File: src/hw/rtl/kc2d_ram.sv
`timescale 1ns / 1ps
`default_nettype none
module kc2d_ram #(
  parameter int WIDTH = 16,
  parameter int DEPTH = 81,
  parameter int AW    = (DEPTH > 1) ? $clog2(DEPTH) : 1
) (
  input  wire logic             clk,
  input  wire logic             we,
  input  wire logic [AW-1:0]    waddr,
  input  wire logic [WIDTH-1:0] wdata,
  input  wire logic             re,
  input  wire logic [AW-1:0]    raddr,
  output logic      [WIDTH-1:0] rdata
);

  logic [WIDTH-1:0] mem [DEPTH];

  // single write port, registered read port
  always_ff @(posedge clk) begin
    if (we) begin
      mem[waddr] <= wdata;
    end
    if (re) begin
      rdata <= mem[raddr];
    end
  end

endmodule
`default_nettype wire

File: config.mk
export PLATFORM = sky130hd
export DESIGN_NAME = kc2d_ram
export DESIGN_NICKNAME = d
export VERILOG_FILES = /design/src/hw/rtl/kc2d_ram.sv
export SDC_FILE = /design/constraint.sdc
export NUM_CORES = 1
export LEC_CHECK = 0
export CAP_MARGIN = 10
export CORE_UTILIZATION = 55
export DETAILED_ROUTE_END_ITERATION = 8
export DONT_BUFFER_PORTS = 1
export PLACE_DENSITY_LB_ADDON = 0.3
export SLEW_MARGIN = 20
export SYNTH_ARGS = -nofsm -noshare
export SYNTH_HDL_FRONTEND = slang
export SYNTH_SLANG_ARGS = --single-unit
export TNS_END_PERCENT = 1
File: constraint.sdc
create_clock -name clk -period 3.2 [get_ports clk]
set_input_delay 0 -clock clk [delete_from_list [all_inputs] [get_ports clk]]
set_output_delay 0 -clock clk [all_outputs]
set_load 0.005 [all_outputs]
== Yosys cells after proc, flatten, opt, wreduce, memory -nomap -nowiden ==
Memories as Yosys holds them, arrays and structs flattened. A register that Yosys moved wholly into a read port is not among the register bits.
Cells that the tools add are included.
Storage, ports and cells
  flip-flop bits (word level): 0
  bits in latches: 0
  RAM bits: 1296
  ROM bits: 0
  output and inout port bits: 16
  logic and storage cells: 3
  memories: 1
Memories
  mem: words 81, width 16, read ports 1, clocked after memory_dff 1, wr ports 1, RTL line 17  | logic [WIDTH-1:0] mem [DEPTH];
Operators by class
  $add $sub $neg: 0
  $mul: 0
  div/mod/pow operators: 0
  order comparisons: 0
  eq/ne operators: 0
  shift operators: 0
  mux-type cells: 2
  bitwise operators: 0
  reductions and logical operators: 0
Operators by type and width (count)
  $mux W1: 2

== Longest topological paths before layout ==
Gate-level depths: netlist of run 1.
  depth after elaboration: 2
  gate-level depth with buffers: 9
  mapped depth without buffers: 5

== Least setup slack after synthesis of run 1 ==
Ideal clock, no wire load.
  kind: input port to flip-flop
  start: in we
  end: mem mem[24][0], enable pin
  data arrival time: 2122 ps
  path slack: 647 ps
  stages on the path: 3
  path buffers: 1
  cell sequence: clkbuf_1 nand4_1 nor4_1
Between the ends
  longest elaborated chain between the ends: 2
RTL lines
  start, declared: RTL line 9  | input wire logic we,
  $mux W1: RTL line 21  | if (we) begin
  $mux W1 (implied by the code): RTL line 22  | mem[waddr] <= wdata;
  end, declared: RTL line 17
Every way passes these cells.

==> results.toml, run 1 <==
[sta]
fin_crit_sh_pct = 95.4
worstMarginPinSlew_ns = 1.17
period_needed_ns = 3.05
hold_violations = 0
finalSetupTns_ns = 0
final-setup-viol-count = 0
slew_violations = 0
relSlewSlack_pct = 21.7
fmax_mhz = 328
finalClockSkew_ns = 0.0294
rsz0062_at_grt = "false"

[global_route]
grt.total_usage_pct = 25.8
grt-ovfl-total = 0
grt_max_degree = 318
first_global_vias = 23700
antenna_found_initial = 5
grt_pass1_wl_um = 169000

[outcome]
status = "finished clean"

[clock_network]
cts_sinks = 1312
cts_resized = 0
post-cts-setup-buffers = 0
clock_latency_ns = 0.73
root_buffer = "clkbuf_16"
cts.htree.levels = 4
clock_path_buffers = 3
tritoncts = "done"
path_clk_slew_ns = 0.06
cts_buffers = 130

[critical_path]
worst_setup_path_end_kind = "register"
path_class = "reg -> reg"
r2r_cells = 5
critical_path.max_stage_delay_ns = 0.63
critical_path_required_ns = 3.68
cp_slowest_cell = "a22oi_1"
crit_fanout = 1
regToRegStartpoint = "mem[76][0]"
reg2reg_to = "rdata[0]"
setup.worst_path.start_class = "register"
rrSetupSlack_ns = 0.15
crit_top_cell = "mux4_2"
worstPathArrival_ns = 3.53
path_cells = "mux4_2, mux4_2, a22oi_1, nand3_1, dlygate4sd3_1"
critPathCapture = "rdata[0]"
setup.worst_path.start = "mem[76][0]"

[synthesis]
ys_seq_area_share_pct = 78.6
synthCells = 2166
synth_ff_type = "edfxtp_1"
synth_commonest_cells = "edfxtp_1 (1,312), mux4_2 (335), mux2i_1 (89), nor2_1 (85), clkbuf_1 (48)"
synth_top_family_by_area = "multiplexers"
synth_edf_count = 1312
syn_area_mm2 = 0.0501
yosysMostFrequentCell = "edfxtp_1"
ys_ff_latch = 1312
synth_async_sr_flop_share_pct = 0
synth_top_cell_by_area = "edfxtp_1"
synth_fa_ha_area_share_pct = 0
synth_compound_area_share_pct = 1.56
synth_fp_nets = 2199
synth-simple-area-share_pct = 1.78
synthXorXnorAreaFrac_pct = 0
synthDistinctLibCells = 34
yosysWarnings = 0
synthTopCellsByArea = "edfxtp_1 (79%), mux4_2 (15%), mux2i_1 (1.8%)"
synth.avg_cell_area_um2 = 23.1
synth_top_area_share_pct = 78.6
synthMuxAreaShare_pct = 16.9

[finish]
final_cells = 3613
nets = 2370
area_growth_pct = 13.2
drive_above_1_share_pct = 26.2
fillCellCount = 5809

[floorplanning]
fp-row-count = 110
die_x_um = 304
boundaryPins = 49
start_util_pct = 55.6
core_mm2 = 0.0901
dieArea_mm2 = 0.0924
die_h_um = 304

[power_and_ir_drop]
powerDensity_mw_per_mm2 = 615
p_clk_share_pct = 41.4
power_frac_seq_pct = 54.5
power.net_switching_mw = 7.05
p_comb_share_pct = 4.1
peakVddDrop_v = 0.000556
total_power_mw = 34.9
switching_share_pct = 20.2
p_leak_nw = 17.8
p_int_mw = 27.9

[hold_path]
min-delay-start = "waddr[3]"
whs_path_depth = 3
hp-class = "in -> reg"

[detailed_routing]
via_count = 23500
dr.pass1.iters = 5
drt-initial-drc-count = 3332
routed_wl_um = 117000
drc = 0
vias_per_cell = 6.51
wl_per_cell_um = 32.3
ant_nets = 0

[place]
gp_congestion = 0.853
place_inst = 3317
io_buffers = 0
hpwlAfterDp_um = 61700

[job]
maxCapViolCount = 0
-- how the worst min path moves through the flow --
stage	endpoint	slack [ns]
2_1_floorplan	mem[0][0]	0.1
3_3_place_gp	mem[62][12]	0.10
3_5_place_dp	mem[62][12]	0.10
4_1_cts	rdata[2]	0.002
5_1_grt	rdata[8]	0.04
6_report	mem[26][15]	0.05
-- power by group through the flow --
stage          sequential [mW]  combinational [mW]  clock (mW)
2_1_floorplan             19.4               0.894           0
3_3_place_gp              19.4               0.915           0
3_5_place_dp              19.4               0.925           0
4_1_cts                   19.0                1.40        14.6
5_1_grt                   19.0                1.47        15.3
6_report                  19.0                1.42        14.5
-- per-stage QoR --
stage                     hold WS, ns  setup WS [ns]  util, %  instance area (um^2)
final                          0.0530          0.147     63.0                 56800
after global routing           0.0449          0.134     63.0                 56800
after CTS                     0.00187         0.0723     63.0                 56800
after detailed placement        0.102          0.730     57.4                 51800
after global placement          0.103          0.760     57.4                 51800
after floorplan                0.0989          0.647        -                 50100
-- kinds of logic after synthesis --
kind of cell	count (synthesis)
buffers and inverters	116
AOI/OAI and AO/OA	116
and+or+nand+nor	193
muxes	429
DFF	1312
-- timing repair --
action	CTS	global route
endpoints found under the hold margin	1972	0
hold buffers	65	0
setup endpoints to repair	0	1
-- cell usage in the layout (no fill, tap or decap), types with 11 or more instances in the layout --
cell	Yosys	final
edfxtp_1	1312	1312
mux4_2	335	335
clkbuf_16	0	135
buf_4	11	91
mux2i_1	89	89
nor2_1	85	85
dlygate4sd3_1	0	45
o22ai_1	43	43
nand3_1	35	35
clkbuf_1	48	35
nand2_1	24	24
a211oi_1	25	24
clkinv_1	0	24
o21ai_0	19	19
buf_16	0	18
a22oi_1	16	16
clkinv_2	0	16
nor2b_1	11	11
-- state kept, by name, indices dropped and copies added, names as in the netlist --
signal  count
mem      1296
rdata      16
-- layer usage --
metal	wire, um	track usage [%]
met4	3180	8.11
met5	31	0
met2	54900	39.1
met3	11800	5.93
met1	46800	37.9
-- critical path, delay by kind of cell (launching register included) --
kind / cells / cell delay [ns]
flip-flops: 1 / 0.36
buffers and inverters: 1 / 0.60
AO/OA/AOI/OAI: 1 / 0.63
multiplexers: 2 / 1.08
AND/OR/NAND/NOR: 1 / 0.14
-- cell type report --
cell class,instances,area (um^2),area share [%]
tap,1176,1470,2.59
antenna,2,5.00,0.00881
multi-input combinational,738,10200,18.0
clock buffer,170,3510,6.18
clock inverter,60,528,0.930
sequential,1312,39400,69.4
timing repair buffer,155,1650,2.90
(Power assumes the default switching activity.)
==> run 2, diff against run 1 <==
- CTS_BUF_LIST: unset -> sky130_fd_sc_hd__clkbuf_8 sky130_fd_sc_hd__clkbuf_16
==> results.toml, run 2 (synthesized netlist as in run 1, its figures left out) <==
[outcome]
status = "finished clean"

[critical_path]
setup.worst_path.start_class = "register"
crit_fanout = 1
r2r_cells = 7
worst_setup_path_end_kind = "register"
path_class = "reg -> reg"
worstPathArrival_ns = 3.51
critical_path_required_ns = 3.67

[place]
io_buffers = 0
place_ws_ns = 0.730
place_area_mm2 = 0.0518
hpwlAfterDp_um = 61700
gp_congestion = 0.853

[floorplanning]
die_h_um = 304
fp-row-count = 110
boundaryPins = 49
dieArea_mm2 = 0.0924
core_mm2 = 0.0901
start_util_pct = 55.6
die_x_um = 304

[detailed_routing]
ant_nets = 0
dr.pass1.iters = 5
drc = 0
wl_per_cell_um = 32.3
routed_wl_um = 117000
drt-initial-drc-count = 3348
vias_per_cell = 6.56
via_count = 23700

[finish]
top_register = "mem"
fillCellCount = 5804
area_growth_pct = 13.2
reg_top3 = "mem: 1296 flops, rdata: 16 flops"
fin_area_mm2 = 0.0568
nets = 2370
final_common_cell = "edfxtp_1"
drive_above_1_share_pct = 26.2
register_area_mm2 = 0.0394
multiInputGateArea_mm2 = 0.0102
largest_reg_flops = 1296
layout_common_cells = "edfxtp_1 (1,312), mux4_2 (335), clkbuf_16 (135)"

[sta]
slew_violations = 0
final-setup-viol-count = 0
fmax_mhz = 329
period_needed_ns = 3.04
fin_ws_ns = 0.162
rsz0062_at_grt = "false"
worstMarginPinSlew_ns = 1.17
finalSetupTns_ns = 0
relSlewSlack_pct = 21.9
finalClockSkew_ns = 0.0256
hold_violations = 0
fin_crit_sh_pct = 94.9

[clock_network]
cts_sinks = 1312
clock_latency_ns = 0.73
cts.htree.levels = 4
cts_buffers = 130
cts_resized = 0
root_buffer = "clkbuf_16"
clock_path_buffers = 3
post-cts-setup-buffers = 0
tritoncts = "done"
path_clk_slew_ns = 0.06

[global_route]
grt-ovfl-total = 0
grt_pass1_wl_um = 169000
grt.total_usage_pct = 25.8
grt_max_degree = 318
antenna_found_initial = 5
first_global_vias = 23700

[power_and_ir_drop]
powerDensity_mw_per_mm2 = 613
peakVddDrop_v = 0.000552
p_leak_nw = 17.9

[hold_path]
hp-class = "in -> reg"
whs_path_depth = 3

[job]
maxCapViolCount = 0
-- run 2: stage by stage --
step	hold WS, ns	util, %	total power [mW]	std cells
floorplan	0.0989	-	20.3	2166
global placement	0.103	57.4	20.3	3317
detailed placement	0.102	57.4	20.3	3317
CTS	0.00187	63.0	35.0	3612
global route	0.0449	63.0	35.7	3612
finish	0.0465	63.0	34.8	3613
-- run 2: critical path, cell delays in order (launching register included) --
cell and delay (ns):
edfxtp_1 0.37, mux4_2 0.47, mux2i_1 0.35, a211oi_2 0.26, nand3_1 0.14, dlygate4sd3_1 0.56, nand3_1 0.07, dlygate4sd3_1 0.57
-- run 2: path summary, 6_finish.rpt --
kind,start,end,slack (ns)
hold reg to reg,mem[80][13],rdata[13],0.60
hold / removal,raddr[5],rdata[8],0.05
setup / recovery,mem[23][4],rdata[4],0.16
setup reg to reg,mem[23][4],rdata[4],0.16
-- run 2: final cells by class --
type	count	area share, %
tap	1176	2.59
sequential	1312	69.4
clock inverter	95	1.16
antenna	2	0.00881
multi-input combinational	738	18.0
timing repair buffer	155	2.90
clock buffer	135	5.95
-- run 2: layer usage --
metal	wire length [um]	track usage (%)
met2	55000	39.1
met4	3310	8.11
met1	46500	37.9
met5	23	0
met3	11900	5.88
-- run 2: power breakdown --
group	internal, mW	total (mW)	switching, mW
logic	0.639	1.42	0.777
registers	19.0	19.0	0.0457
clock network	8.13	14.4	6.23
-- run 2: timing repair --
action / CTS / global route
endpoints found under the hold margin: 1972 / 0
hold buffers: 65 / 0
setup endpoints to repair: 0 / 1
